[src/rtl/sfr_pkg.sv]
// Shared types and constants for the sensor frame receiver.
// No dependencies; used by sfr_divider and sensor_frame_receiver_core.
package sfr_pkg;

    localparam int unsigned FRAME_LEN = 17;
    // Bytes 1 to 15 are kept in the shift line; the check byte is not stored.
    localparam int unsigned SR_DEPTH  = FRAME_LEN - 2;
    localparam int unsigned POS_W     = $clog2(FRAME_LEN);
    localparam logic [POS_W-1:0] LAST_POS = POS_W'(FRAME_LEN - 1);

    localparam int unsigned CFG_IDX_W = 2;
    localparam logic [CFG_IDX_W-1:0] CFG_START_MARKER = 2'd0;
    localparam logic [CFG_IDX_W-1:0] CFG_END_MARKER   = 2'd1;
    localparam logic [CFG_IDX_W-1:0] CFG_IR_SCALE     = 2'd2;

    localparam logic [7:0]  START_MARKER_RST = 8'hAA;
    localparam logic [7:0]  END_MARKER_RST   = 8'hFF;
    localparam logic [15:0] IR_SCALE_RST     = 16'd2914;

    localparam logic [15:0] SPEED_OFFSET    = 16'd1560;
    localparam logic [15:0] SPEED_FWD_ABOVE = 16'd1520;
    localparam logic [15:0] SPEED_REV_BELOW = 16'd1500;
    localparam logic [16:0] IR_RAW_BIAS     = 17'd5;
    localparam logic [15:0] IR_QUOT_LIMIT   = 16'd1024;

    localparam int unsigned DIV_W  = 16;
    localparam int unsigned DIVS_W = 17;

    typedef struct packed {
        logic busy;
        logic done;
    } sfr_div_stat_t;

endpackage

[src/rtl/sensor_frame_receiver_core.sv]
// Sensor frame receiver: one received byte is taken per cycle while hunting or collecting.
// After the last byte of a good 17-byte frame, three serial divisions run with the input
// stalled; the result word is then loaded into the output registers once any earlier word
// still held on the output is taken. A bad frame does not stall the input; the receiver
// goes straight back to hunting.
// Reset (aresetn, synchronous, active low) returns to hunting, restores config registers.
module sensor_frame_receiver_core (
    input  logic                              aclk,
    input  logic                              aresetn,
    input  logic                              cfg_wr_en,
    input  logic [sfr_pkg::CFG_IDX_W-1:0]     cfg_index,
    input  logic [15:0]                       cfg_wdata,
    input  logic                              s_valid,
    output logic                              s_ready,
    input  logic [7:0]                        s_rx_byte,
    output logic                              m_valid,
    input  logic                              m_ready,
    output logic signed [16:0]                m_speed_value,
    output logic [15:0]                       m_steering_raw,
    output logic signed [10:0]                m_ir_front_right_dist,
    output logic signed [10:0]                m_ir_middle_right_dist,
    output logic signed [10:0]                m_ir_back_dist,
    output logic [15:0]                       m_us_front,
    output logic [15:0]                       m_us_front_right
);

    typedef enum logic [3:0] {
        ST_HUNT    = 4'b0001,
        ST_COLLECT = 4'b0010,
        ST_DIVIDE  = 4'b0100,
        ST_LOAD    = 4'b1000
    } state_t;

    state_t state_reg, state_next;

    logic [7:0]  start_marker_reg;
    logic [7:0]  end_marker_reg;
    logic [15:0] ir_scale_reg;

    logic [sfr_pkg::POS_W-1:0] pos_reg, pos_next;
    logic [7:0]                xor_reg, xor_next;
    logic [7:0]                frame_sr_reg [sfr_pkg::SR_DEPTH];
    logic                      shift_en;

    logic [1:0]                div_sel_reg, div_sel_next;
    logic                      div_start_reg, div_start_next;
    logic [10:0]               ir_sr_reg [3];
    logic                      ir_shift;
    logic [15:0]               ir_raw;
    logic [15:0]               quotient;
    logic [15:0]               quot_sat;
    logic [10:0]               ir_dist;
    sfr_pkg::sfr_div_stat_t    div_stat;

    logic                      m_valid_reg, m_valid_next;
    logic                      load_out;
    logic [15:0]               speed_raw;
    logic [16:0]               speed_val;

    logic                      in_acc;
    logic [7:0]                xor_all;

    assign s_ready = (state_reg == ST_HUNT) || (state_reg == ST_COLLECT);
    assign in_acc  = s_valid && s_ready;
    assign xor_all = xor_reg ^ s_rx_byte;

    always_ff @(posedge aclk) begin
        if (!aresetn) begin
            start_marker_reg <= sfr_pkg::START_MARKER_RST;
            end_marker_reg   <= sfr_pkg::END_MARKER_RST;
            ir_scale_reg     <= sfr_pkg::IR_SCALE_RST;
        end else if (cfg_wr_en) begin
            unique case (cfg_index)
                sfr_pkg::CFG_START_MARKER: start_marker_reg <= cfg_wdata[7:0];
                sfr_pkg::CFG_END_MARKER:   end_marker_reg   <= cfg_wdata[7:0];
                sfr_pkg::CFG_IR_SCALE:     ir_scale_reg     <= cfg_wdata;
                default: begin
                end
            endcase
        end
    end

    always_comb begin
        state_next     = state_reg;
        pos_next       = pos_reg;
        xor_next       = xor_reg;
        shift_en       = 1'b0;
        div_sel_next   = div_sel_reg;
        div_start_next = 1'b0;
        ir_shift       = 1'b0;
        load_out       = 1'b0;
        unique case (state_reg)
            ST_HUNT: begin
                if (in_acc && (s_rx_byte == start_marker_reg)) begin
                    xor_next   = s_rx_byte;
                    pos_next   = sfr_pkg::POS_W'(1);
                    state_next = ST_COLLECT;
                end
            end
            ST_COLLECT: begin
                if (in_acc) begin
                    if (pos_reg == sfr_pkg::LAST_POS) begin
                        xor_next = '0;
                        pos_next = '0;
                        if ((xor_all == 8'd0) &&
                            (frame_sr_reg[sfr_pkg::SR_DEPTH-1] == end_marker_reg)) begin
                            state_next     = ST_DIVIDE;
                            div_sel_next   = 2'd0;
                            div_start_next = 1'b1;
                        end else begin
                            state_next = ST_HUNT;
                        end
                    end else begin
                        shift_en = 1'b1;
                        xor_next = xor_all;
                        pos_next = pos_reg + sfr_pkg::POS_W'(1);
                    end
                end
            end
            ST_DIVIDE: begin
                if (div_stat.done) begin
                    ir_shift = 1'b1;
                    if (div_sel_reg == 2'd2) begin
                        state_next = ST_LOAD;
                    end else begin
                        div_sel_next   = div_sel_reg + 2'd1;
                        div_start_next = 1'b1;
                    end
                end
            end
            ST_LOAD: begin
                if (!m_valid_reg || m_ready) begin
                    load_out   = 1'b1;
                    state_next = ST_HUNT;
                end
            end
            default: state_next = ST_HUNT;
        endcase
    end

    always_ff @(posedge aclk) begin
        if (!aresetn) begin
            state_reg     <= ST_HUNT;
            pos_reg       <= '0;
            xor_reg       <= '0;
            div_sel_reg   <= '0;
            div_start_reg <= 1'b0;
        end else begin
            state_reg     <= state_next;
            pos_reg       <= pos_next;
            xor_reg       <= xor_next;
            div_sel_reg   <= div_sel_next;
            div_start_reg <= div_start_next;
        end
    end

    // Frame bytes enter at the top and move down, so byte 1 ends in entry 0.
    always_ff @(posedge aclk) begin
        if (shift_en) begin
            for (int i = 0; i < sfr_pkg::SR_DEPTH - 1; i++) begin
                frame_sr_reg[i] <= frame_sr_reg[i+1];
            end
            frame_sr_reg[sfr_pkg::SR_DEPTH-1] <= s_rx_byte;
        end
    end

    always_comb begin
        unique case (div_sel_reg)
            2'd0:    ir_raw = {frame_sr_reg[5], frame_sr_reg[4]};
            2'd1:    ir_raw = {frame_sr_reg[7], frame_sr_reg[6]};
            default: ir_raw = {frame_sr_reg[9], frame_sr_reg[8]};
        endcase
    end

    sfr_divider u_div (
        .aclk     (aclk),
        .aresetn  (aresetn),
        .start    (div_start_reg),
        .dividend (ir_scale_reg),
        .divisor  ({1'b0, ir_raw} + sfr_pkg::IR_RAW_BIAS),
        .quotient (quotient),
        .stat     (div_stat)
    );

    assign quot_sat = (quotient > sfr_pkg::IR_QUOT_LIMIT) ? sfr_pkg::IR_QUOT_LIMIT : quotient;
    assign ir_dist  = 11'(quot_sat - 16'd1);

    always_ff @(posedge aclk) begin
        if (ir_shift) begin
            ir_sr_reg[0] <= ir_sr_reg[1];
            ir_sr_reg[1] <= ir_sr_reg[2];
            ir_sr_reg[2] <= ir_dist;
        end
    end

    assign speed_raw = {frame_sr_reg[1], frame_sr_reg[0]};

    always_comb begin
        priority if (speed_raw > sfr_pkg::SPEED_FWD_ABOVE) begin
            speed_val = {1'b0, speed_raw} - {1'b0, sfr_pkg::SPEED_OFFSET};
        end else if (speed_raw < sfr_pkg::SPEED_REV_BELOW) begin
            speed_val = '1;
        end else begin
            speed_val = '0;
        end
    end

    always_comb begin
        m_valid_next = m_valid_reg;
        if (load_out) begin
            m_valid_next = 1'b1;
        end else if (m_ready) begin
            m_valid_next = 1'b0;
        end
    end

    always_ff @(posedge aclk) begin
        if (!aresetn) begin
            m_valid_reg <= 1'b0;
        end else begin
            m_valid_reg <= m_valid_next;
        end
        if (load_out) begin
            m_speed_value          <= speed_val;
            m_steering_raw         <= {frame_sr_reg[3], frame_sr_reg[2]};
            m_ir_front_right_dist  <= ir_sr_reg[0];
            m_ir_middle_right_dist <= ir_sr_reg[1];
            m_ir_back_dist         <= ir_sr_reg[2];
            m_us_front             <= {frame_sr_reg[11], frame_sr_reg[10]};
            m_us_front_right       <= {frame_sr_reg[13], frame_sr_reg[12]};
        end
    end

    assign m_valid = m_valid_reg;

`ifndef SYNTHESIS
    a_div_idle_when_ready: assert property (@(posedge aclk) disable iff (!aresetn)
        s_ready |-> !div_stat.busy)
        else $error("divider busy while input is open");

    a_done_in_divide: assert property (@(posedge aclk) disable iff (!aresetn)
        div_stat.done |-> (state_reg == ST_DIVIDE))
        else $error("division finished outside the divide phase");

    a_pos_range: assert property (@(posedge aclk) disable iff (!aresetn)
        (state_reg == ST_COLLECT) |-> ((pos_reg != '0) && (pos_reg <= sfr_pkg::LAST_POS)))
        else $error("byte position out of range while collecting");

    a_load_after_divide: assert property (@(posedge aclk) disable iff (!aresetn)
        $rose(m_valid_reg) |-> $past(state_reg == ST_LOAD))
        else $error("result word raised without a finished frame");
`endif

endmodule

[src/rtl/sfr_divider.sv]
// Bit-serial restoring divider: one quotient bit per cycle.
// Depends on sfr_pkg for widths and the status struct.
module sfr_divider (
    input  logic                            aclk,
    input  logic                            aresetn,
    input  logic                            start,
    input  logic [sfr_pkg::DIV_W-1:0]       dividend,
    input  logic [sfr_pkg::DIVS_W-1:0]      divisor,
    output logic [sfr_pkg::DIV_W-1:0]       quotient,
    output sfr_pkg::sfr_div_stat_t          stat
);

    localparam int unsigned CNT_W = $clog2(sfr_pkg::DIV_W);
    localparam logic [CNT_W-1:0] CNT_LAST = CNT_W'(sfr_pkg::DIV_W - 1);

    logic [sfr_pkg::DIV_W-1:0]  dvd_reg, dvd_next;
    logic [sfr_pkg::DIVS_W-1:0] dvs_reg, dvs_next;
    logic [sfr_pkg::DIVS_W-1:0] rem_reg, rem_next;
    logic [CNT_W-1:0]           cnt_reg, cnt_next;
    logic                       busy_reg, busy_next;
    logic                       done_reg, done_next;

    logic [sfr_pkg::DIVS_W:0]   trial;
    logic [sfr_pkg::DIVS_W:0]   diff;
    logic                       fits;

    assign trial = {rem_reg, dvd_reg[sfr_pkg::DIV_W-1]};
    assign fits  = trial >= {1'b0, dvs_reg};
    assign diff  = trial - {1'b0, dvs_reg};

    always_comb begin
        dvd_next  = dvd_reg;
        dvs_next  = dvs_reg;
        rem_next  = rem_reg;
        cnt_next  = cnt_reg;
        busy_next = busy_reg;
        done_next = 1'b0;
        if (start) begin
            dvd_next  = dividend;
            dvs_next  = divisor;
            rem_next  = '0;
            cnt_next  = '0;
            busy_next = 1'b1;
        end else if (busy_reg) begin
            rem_next = fits ? diff[sfr_pkg::DIVS_W-1:0] : trial[sfr_pkg::DIVS_W-1:0];
            dvd_next = {dvd_reg[sfr_pkg::DIV_W-2:0], fits};
            cnt_next = cnt_reg + CNT_W'(1);
            if (cnt_reg == CNT_LAST) begin
                busy_next = 1'b0;
                done_next = 1'b1;
            end
        end
    end

    always_ff @(posedge aclk) begin
        if (!aresetn) begin
            busy_reg <= 1'b0;
            done_reg <= 1'b0;
            cnt_reg  <= '0;
        end else begin
            busy_reg <= busy_next;
            done_reg <= done_next;
            cnt_reg  <= cnt_next;
        end
        dvd_reg <= dvd_next;
        dvs_reg <= dvs_next;
        rem_reg <= rem_next;
    end

    assign quotient  = dvd_reg;
    assign stat.busy = busy_reg;
    assign stat.done = done_reg;

endmodule
[config.mk]
export PLATFORM = sky130hd
export DESIGN_NAME = sensor_frame_receiver_core
export DESIGN_NICKNAME = d
export VERILOG_FILES = /design/src/rtl/sfr_pkg.sv /design/src/rtl/sensor_frame_receiver_core.sv /design/src/rtl/sfr_divider.sv
export SDC_FILE = /design/constraint.sdc
export NUM_CORES = 1
export LEC_CHECK = 0
export ABC_CLOCK_PERIOD_IN_PS = 7590
export BUFFER_PORTS_ARGS = -buffer_cell sky130_fd_sc_hd__buf_2
export CORE_AREA = 4 4 161 163
export CTS_CLUSTER_SIZE = 40
export DETAILED_ROUTE_END_ITERATION = 10
export DIE_AREA = 0 0 165 167
export GPL_TIMING_DRIVEN = 0
export PLACE_DENSITY = 0.87
export SYNTH_ARGS = -nofsm -noshare
export SYNTH_HDL_FRONTEND = slang
export SYNTH_SLANG_ARGS = --single-unit
export TNS_END_PERCENT = 50
[constraint.sdc]
create_clock -name aclk -period 7.59 [get_ports aclk]
set_clock_uncertainty 0.05 [all_clocks]
set_input_delay 0.3795 -clock aclk [delete_from_list [all_inputs] [get_ports aclk]]
set_output_delay 0.3795 -clock aclk [all_outputs]
set_load 0.02 [all_outputs]
=== Word level (Yosys, flattened, before mapping) ===
Memories as Yosys holds them, arrays and structs flattened. A register that Yosys moved wholly into a read port is not among the register bits.
Cells that the tools add are included.

* $lt $le $gt $ge: 4
* Equal/unequal tests: 20
* Add/subtract/negate cells: 7
* Reduce and logical (&&, ||, !) cells: 21
* Bitwise logic cells: 3
* Muxes and demuxes: 52

{| class="wikitable"
|+ Operators with widths
! cell !! number
|-
| $mux W17 || 3
|-
| $gt A16 B11 Y1 const B || 2
|-
| $mux W16 || 2
|-
| $pmux W16 S2 || 1
|-
| $mux W4 || 6
|-
| $mux W8 || 3
|-
| $mux W1 || 22
|-
| $ge A18 B17 Y1 || 1
|-
| $add A16 B3 Y17 const B || 1
|-
| $sub A16 B11 Y17 const B || 1
|-
| $sub A17 B17 Y17 || 1
|-
| $eq A8 B8 Y1 || 2
|-
| $lt A16 B11 Y1 const B || 1
|-
| $pmux W4 S4 || 1
|-
| $pmux W8 S2 || 1
|-
| $mux W5 || 3
|-
| $reduce_and A6 Y1 || 2
|-
| $mux W11 || 1
|-
| $sub A11 B1 Y11 const B || 1
|-
| $mux W2 || 5
|-
| $pmux W5 S2 || 1
|-
| $eq A4 B4 Y1 const B || 2
|-
| $logic_not A8 Y1 || 1
|-
| $ne A2 B1 Y1 const B || 4
|-
| other kinds (24) || 39
|}

* Flip-flop bits (word level): 196
* RAM bits: 153
* Memories: 2
* Output and inout bits: 100

{| class="wikitable"
|+ Memories
! name !! depth !! width !! read ports !! clocked after Yosys merged registers in !! wr ports !! RTL line !! text
|-
| frame_sr_reg || 15 || 8 || 15 || 0 || 15 || sensor_frame_receiver_core.sv:42 || <nowiki>logic [7:0] frame_sr_reg [sfr_pkg::SR_DEPTH];</nowiki>
|-
| ir_sr_reg || 3 || 11 || 3 || 1 || 3 || sensor_frame_receiver_core.sv:47 || <nowiki>logic [10:0] ir_sr_reg [3];</nowiki>
|}

=== Depth between registers and ports, before layout ===
Gate-level depths: netlist (run 1).

* Depth after elaboration: 7
* Mapped depth: 13

=== Modules after synthesis ===
A second synthesis (run 1) with hierarchy kept.

* Cells, all modules: 1077
* Area, all modules: 14457.6 um^2

{| class="wikitable"
|+ By module, submodules not included
! module !! instances !! area an instance (um^2) !! cells each
|-
| sensor_frame_receiver_core || 1 || 11353.4 || 774
|-
| sfr_divider || 1 || 3104.2 || 303
|}

=== Least setup slack after synthesis (run 1) ===
No wires, ideal clock.

* Kind: reg2reg
* From: register state_reg[0]
* To: register m_ir_back_dist[0], read port of ir_sr_reg (enable)
* Clock period less this slack: 5.541 ns
* Data arrival time: 4.925 ns
* Slack: 2.049 ns
* Stages on the path, launching flop included: 4
* Data required time: 6.973 ns
* Path buffers: 0
* Cells stage by stage: dfxtp_1 nor2_1 nand3b_1 nor2b_1

* Word-level cells in the longest chain between the ends: 2

{| class="wikitable"
|+ Ends and longest elaborated chain
! what !! RTL line !! text
|-
| start: declaration || sensor_frame_receiver_core.sv:34 || <nowiki>state_t state_reg, state_next;</nowiki>
|-
| start signal: assignment || sensor_frame_receiver_core.sv:149 || <nowiki>state_reg <= state_next;</nowiki>
|-
| $eq A4 B4 Y1 || sensor_frame_receiver_core.sv:92 || <nowiki>unique case (state_reg)</nowiki>
|-
| $mux W1 || sensor_frame_receiver_core.sv:92 ||
|-
| net load_out || sensor_frame_receiver_core.sv:56 || <nowiki>logic load_out;</nowiki>
|-
| end: declaration || sensor_frame_receiver_core.sv:22 || <nowiki>output logic signed [10:0] m_ir_back_dist,</nowiki>
|}

The timed path passes the listed nets, and every way through them passes these cells.
A chain may end at the register's enable or synchronous reset.

=== Worst setup path after layout (run 1) ===
* From: register u_div.dvd_reg (netlist bit u_div.quotient[15])
* To: register u_div.rem_reg[16] in the netlist's numbering

* Word-level cells in the longest chain between the ends: 2

{| class="wikitable"
|+ Ends and longest elaborated chain
! what !! RTL line !! text
|-
| start: declaration || sfr_divider.sv:16 || <nowiki>logic [sfr_pkg::DIV_W-1:0] dvd_reg, dvd_next;</nowiki>
|-
| start signal: assignment || sfr_divider.sv:65 || <nowiki>dvd_reg <= dvd_next;</nowiki>
|-
| $sub A17 B17 Y17 / $ge A18 B17 Y1 (equally long branches) || sfr_divider.sv:29, sfr_divider.sv:28 ||
|-
| $mux W17 (*) || sfr_divider.sv:45 || <nowiki>rem_next = fits ? diff[sfr_pkg::DIVS_W-1:0] : trial[sfr_pkg::DIVS_W-1:0];</nowiki>
|-
| end signal: assignment || sfr_divider.sv:67 || <nowiki>rem_reg <= rem_next;</nowiki>
|-
| end: declaration || sfr_divider.sv:18 || <nowiki>logic [sfr_pkg::DIVS_W-1:0] rem_reg, rem_next;</nowiki>
|}

Every way passes the cells marked *; elsewhere a longest branch is shown, timed or not.

==> qor.csv, run 1 <==
metric,value,unit
status,completed,
grt_pass1_vias,8949,
route.vias.total,9137,
area_delta_synth_final,16.5,%
critPathKind,reg -> reg,
worst_pin_slew,0.980,ns
critPathArrivalTime,3.45,ns
cts_buffers,37,
r2r-end,u_div.rem_reg[16],
hold_ws,0.0416,ns
maxSlewViolCount,0,
final_nets,1286,
ys_types,61,
slew_headroom,0.345,
gp_congestion,0.925,
ys_warn_count,0,
postCtsSetupRepairBufs,0,
synth_area_leaders,"edfxtp_1 (60%), dfxtp_1 (11%), nand2_1 (2.7%), xnor2_1 (2.7%), ha_1 (2.3%)",
start_util,0.589,
worstPathRequired,7.90,ns
finish.utilization,0.686,
first_pass_iters,6,
largest_reg_flops,120,
hold_path_class,in -> reg,
finalCritPeriodShare,0.413,
critPathCaptureType,flop,
synth_edf_count,284,
post-synth-top-count-cell,edfxtp_1,
dieArea,0.0276,sq mm
htree_levels,2,
regArea,0.0100,sq mm
syn_nets,1115,
reg2regPathDepth,12,
portBuffers,129,
remaining_drc_errors,0,
syn_avg_cell_area,13.5,sq um
seq_area_frac_synth,0.702,
crit_path_start_kind,flop,
pin_count,131,
rsz0062_at_grt,no,
n_fill_cell,1568,
track_usage,0.210,
antenna_cells,0,
power_density,263,mW/mm^2
synth-seq-cells,360,
synth_top_cell_by_area,edfxtp_1,
synth_top_area_frac,0.596,
multiInputGateArea,0.00395,sq mm
leakagePower,5.93,nW
overflow,0,
wl,29200,um
layout_min_cycle_time,3.14,ns
die_h,167,um
r2r_start,u_div.quotient[15],
wire_per_inst,18.5,um
ctsResizeCount,0,
cts_tree,done,
rows,57,
ant_nets,0,
max_freq,319,MHz
finalPower,4.38,mW
antenna_found_initial,0,
crit_end,u_div.rem_reg[16],
clk_pin_slew,0.06,ns
die_w,165,um
synth_commonest_cells,"edfxtp_1 (284), nand2_1 (103), dfxtp_1 (76), nor2_1 (64), o21ai_0 (57)",
insertion_delay,0.52,ns
critPathLaunch,u_div.quotient[15],
grt_max_degree,81,
timing.final.hold_violations,0,
netlist_area,0.0143,sq mm
drv_cap,0,
ys_async_sr_fraction,0,
clockBufferDepth,3,
cts-root-buf,clkbuf_16,
worst-path-max-fanout,10,
synthFlopType,edfxtp_1,
cts_num_sinks,360,
grt_pass1_wl,46300,um
rrSetupSlack,4.45,ns
hpwl,19200,um
setup_viol,0,
via_per_inst,5.79,
drive_gt1_frac,0.178,
ir_drop,0.000210,V
cts_hold_buf,0,
postSynthCellCount,1057,
coreArea,0.0243,sq mm
drtIter0Drc,1021,
[area by class of cell]
cell class | instances | share of cell area
multi-input combinational | 618 | 0.237
clock buffer | 42 | 0.0584
buffer | 38 | 0.0104
clock inverter | 24 | 0.0152
timing repair buffer | 132 | 0.0428
tap | 324 | 0.0243
sequential | 360 | 0.603
inverter | 41 | 0.00938
[placed cells by master, fill, tap and decap left out, types with 12 or more instances in the layout]
cell       count
a21boi_0      14
a21oi_1       50
a22o_1        13
buf_2        135
clkbuf_1      28
clkbuf_16     37
dfxtp_1       76
edfxtp_1     284
ha_1          26
inv_1         40
mux2_2        15
mux2i_1       17
nand2_1      103
nand2b_1      12
nand3_1       45
nor2_1        64
o21ai_0       57
xnor2_1       44
xor2_1        20
[how the worst min path moves through the flow]
stage / startpoint / to / depth (start not counted) / slack [ns]
after global placement: ir_sr_reg[0][8] / m_ir_front_right_dist[8] / 0 / 0.35
after floorplan: ir_sr_reg[0][0] / m_ir_front_right_dist[0] / 0 / 0.35
after global routing: cfg_wdata[8] / ir_scale_reg[8] / 3 / 0.05
after CTS: cfg_wdata[11] / ir_scale_reg[11] / 3 / 0.03
final: cfg_wdata[11] / ir_scale_reg[11] / 3 / 0.04
after detailed placement: ir_sr_reg[0][10] / m_ir_front_right_dist[10] / 0 / 0.36
[metal layers]
| metal | wire (um) | track usage | vias up |
|---|---|---|---|
| met5 | 0 | 0 | - |
| li1 | - | - | 4248 |
| met1 | 11400 | 0.265 | 4435 |
| met3 | 1740 | 0.0348 | 78 |
| met2 | 15100 | 0.365 | 376 |
| met4 | 952 | 0.0774 | 0 |
[stage by stage]
step	cell area [sq um]	cells	setup TNS (ns)	setup WS (ns)
floorplan	14300	1057	0	2.05
global placement	15400	1510	-1.67	-0.0313
detailed placement	15400	1513	0	4.54
CTS	16700	1579	0	4.45
global route	16700	1579	0	4.26
finish	16700	1579	0	4.45
[worst max-delay path, cell delays in order (launching register included)]
cell and delay, ns:
edfxtp_1 0.40, inv_1 0.12, ha_1 0.17, inv_1 0.05, fa_1 0.41, a21o_1 0.23
a221o_1 0.40, o211a_1 0.27, o21ai_2 0.21, buf_6 0.19, buf_6 0.18, mux2i_1 0.22
o22ai_1 0.08
[power breakdown]
part | total, mW | internal [mW] | switching, mW
Sequential | 2.21 | 2.17 | 0.0419
Combinational | 0.355 | 0.140 | 0.215
Clock | 1.82 | 1.10 | 0.721
Total | 4.38 | 3.40 | 0.978
[kinds of logic (layout without fill, tap and decap cells)]
family                     after synthesis  in the layout  synth area share
muxes                                   32             32            0.0237
adders and majority gates               27             27            0.0241
DFF                                    360            360             0.702
and+or+nand+nor                        295            295            0.0988
AOI/OAI and AO/OA                      200            200            0.0895
buffers and inverters                   79            277            0.0228
xor gates and xnor gates                64             64            0.0392
No activity file was read; power rests on OpenSTA's default activity.
==> run 2, diff against run 1 <==
--- a/config.mk
+++ b/config.mk
@@ -5,14 +5,15 @@
 export SDC_FILE = /design/constraint.sdc
 export NUM_CORES = 1
 export LEC_CHECK = 0
-export ABC_CLOCK_PERIOD_IN_PS = 7590
+export ABC_AREA = 1
+export ABC_CLOCK_PERIOD_IN_PS = 3070
 export BUFFER_PORTS_ARGS = -buffer_cell sky130_fd_sc_hd__buf_2
-export CORE_AREA = 4 4 161 163
+export CORE_AREA = 4 4 165 167
 export CTS_CLUSTER_SIZE = 40
 export DETAILED_ROUTE_END_ITERATION = 10
-export DIE_AREA = 0 0 165 167
+export DIE_AREA = 0 0 169 171
 export GPL_TIMING_DRIVEN = 0
-export PLACE_DENSITY = 0.87
+export PLACE_DENSITY = 0.86
 export SYNTH_ARGS = -nofsm -noshare
 export SYNTH_HDL_FRONTEND = slang
 export SYNTH_SLANG_ARGS = --single-unit
==> constraint.sdc (replaced) <==
create_clock -name aclk -period 3.07 [get_ports aclk]
set_clock_uncertainty 0.05 [all_clocks]
set_input_delay 0.1535 -clock aclk [delete_from_list [all_inputs] [get_ports aclk]]
set_output_delay 0.1535 -clock aclk [all_outputs]
set_load 0.02 [all_outputs]
==> run 2 against run 1 <==
  * Area after synthesis up 4.9%
  * Die area increased by 4.9%
  * First-iteration DRC count grew 8.8%
  * Sequential cell count is the same
  * Total power rose to 2.8 times the previous value
  * Critical path type unchanged
  * Largest cell class unchanged
==> qor.csv, run 2 <==
metric,value,unit
status,completed,
n_fill_cell,1715,
wire_per_inst,16.8,um
track_usage,0.227,
synth.mux.area_fraction,0,
critPathCaptureType,flop,
layout_min_cycle_time,2.76,ns
cts_buffers,36,
synthFlopType,edfxtp_1,
worst-path-max-fanout,24,
post-synth-top-count-cell,nand2_1,
setup_viol,0,
pin_count,131,
syn_nets,1422,
ys_warn_count,0,
synth_top_cell_by_area,edfxtp_1,
drv_cap,0,
synth_xor_xnor_area_share,0.0321,
ant_nets,0,
setup_tns,0,ns
share_seq_of_total_power,0.464,
yosys.area_share.simple,0.188,
synth_compound_area_frac,0.0383,
drive_gt1_frac,0.166,
wl,32400,um
ys_types,47,
ys_async_sr_fraction,0,
rows,59,
synth_fa_ha_area_frac,0.0230,
max_freq,362,MHz
gp_congestion,0.939,
route.vias.total,10586,
leakagePower,7.23,nW
via_per_inst,5.48,
coreArea,0.0258,sq mm
power_frac_clock,0.361,
area_delta_synth_final,18.8,%
antenna_found_initial,0,
netlist_area,0.0150,sq mm
maxSlewViolCount,0,
max_stage_delay,0.70,ns
die_w,169,um
seq_area_frac_synth,0.669,
critPathArrivalTime,3.13,ns
power_frac_comb,0.176,
overflow,0,
cts_tree,done,
die_h,171,um
slew_headroom,0.285,
dieArea,0.0289,sq mm
rsz0062_at_grt,no,
start_util,0.583,
first_pass_iters,7,
hpwl,21400,um
critPathKind,reg -> reg,
cts_num_sinks,360,
path_cells,clkbuf_1 -> nor2_1 -> inv_1 -> o21ai_0,
postSynthCellCount,1364,
worst_pin_slew,1.07,ns
synth_edf_count,284,
clockBufferDepth,3,
layout_common_cells,"nand2_1 (344), edfxtp_1 (284), inv_1 (135), buf_2 (135), nand3_1 (116)",
cts-root-buf,clkbuf_16,
grt_pass1_vias,10618,
largest_reg_flops,120,
internal_power,8.84,mW
hold_ws,0.0236,ns
worstPathRequired,3.44,ns
swShare,0.273,
layout_commonest_cell,nand2_1,
final_nets,1627,
postCtsSetupRepairBufs,0,
finalCritPeriodShare,0.900,
portBuffers,130,
synth_area_leaders,"edfxtp_1 (57%), dfxtp_1 (10%), nand2_1 (8.6%), nand3_1 (3.9%), inv_1 (3.4%)",
ir_drop,0.000416,V
multiInputGateArea,0.00429,sq mm
regArea,0.0101,sq mm
synth_commonest_cells,"nand2_1 (346), edfxtp_1 (284), inv_1 (135), nand3_1 (117), nor2_1 (106)",
synth_top_family_by_area,simple AND/OR/NAND/NOR gates,
drtIter0Drc,1111,
remaining_drc_errors,0,
insertion_delay,0.52,ns
synth-seq-cells,360,
synth_top_area_frac,0.568,
clk_pin_slew,0.06,ns
timing.final.hold_violations,0,
crit_path_start_kind,flop,
hold_path_class,in -> reg,
htree_levels,2,
p_sw,3.33,mW
grt_max_degree,37,
power_density,682,mW/mm^2
grt_pass1_wl,53100,um
syn_avg_cell_area,11.0,sq um
antenna_cells,0,
cp_slowest_cell,inv_1,
## run 2: cell count changes after synthesis, sizes merged, moves of 17 or more
cell / previous run / this run
nand3: 45 / 124
nand2: 103 / 359
inv: 41 / 141
mux2i: 17 / 0
nor2: 64 / 118
xnor2: 44 / 19
## run 2: final timing paths
path                                        from                   endpoint  slack [ns]  cells after the start
worst max-delay path               div_start_reg           u_div.rem_reg[5]        0.31                      4
worst min-delay path                cfg_index[0]        start_marker_reg[1]        0.02                      4
worst max register to register     div_start_reg           u_div.rem_reg[5]        0.31                      4
worst min register to register  ir_sr_reg[0][10]  m_ir_front_right_dist[10]        0.36                      0
## run 2: cell families after synthesis
family,Yosys count
and+or+nand+nor,642
DFF,360
buffers and inverters,172
AOI/OAI and AO/OA,108
xor gates and xnor gates,55
adders and majority gates,27
## run 2: stage by stage
| step | utilization | total power, mW | area, sq um | instances | setup WS, ns |
|---|---|---|---|---|---|
| global route | 0.692 | 12.7 | 17800 | 1930 | 0.0395 |
| CTS | 0.692 | 12.2 | 17800 | 1930 | 0.303 |
| detailed placement | 0.636 | 7.77 | 16400 | 1838 | 0.367 |
| floorplan | - | 7.25 | 15100 | 1364 | -1.10 |
| global placement | 0.627 | 7.68 | 16200 | 1829 | -2.17 |
| finish | 0.692 | 12.2 | 17800 | 1930 | 0.307 |
## run 2: area by class of cell
class / instances / share of cell area
timing repair buffer: 167 / 0.0641
tap: 335 / 0.0235
inverter: 143 / 0.0301
multi-input combinational: 832 / 0.240
sequential: 360 / 0.563
clock inverter: 17 / 0.0110
buffer: 29 / 0.0123
clock buffer: 47 / 0.0552
## run 2: layer usage
layer | vias to the layer above | share of wire | global-route usage
met4 | 0 | 0.039 | 0.0914
li1 | 5000 | - | -
met2 | 505 | 0.50 | 0.399
met5 | - | 0 | 0
met1 | 4974 | 0.39 | 0.283
met3 | 107 | 0.071 | 0.0351
## run 2: power by group through the flow
stage	combinational, mW	clock, mW	sequential [mW]
6_report	2.14	4.39	5.64
2_1_floorplan	1.45	0	5.80
5_1_grt	2.37	4.65	5.66
4_1_cts	2.10	4.42	5.64
3_3_place_gp	1.93	0	5.75
3_5_place_dp	2.04	0	5.74
## run 2: repair_timing
item / 4_1_cts / 5_1_grt
hold buffers: 28 / 0
gates resized for setup: 0 / 0
hold endpoints to repair: 48 / 0
## run 2: critical path: cells and delay by family (launching register included)
family	cells	cell delay (ns)
AOI/OAI and AO/OA	1	0.39
and+or+nand+nor	1	0.66
buffers and inverters	2	1.02
DFF	1	0.54
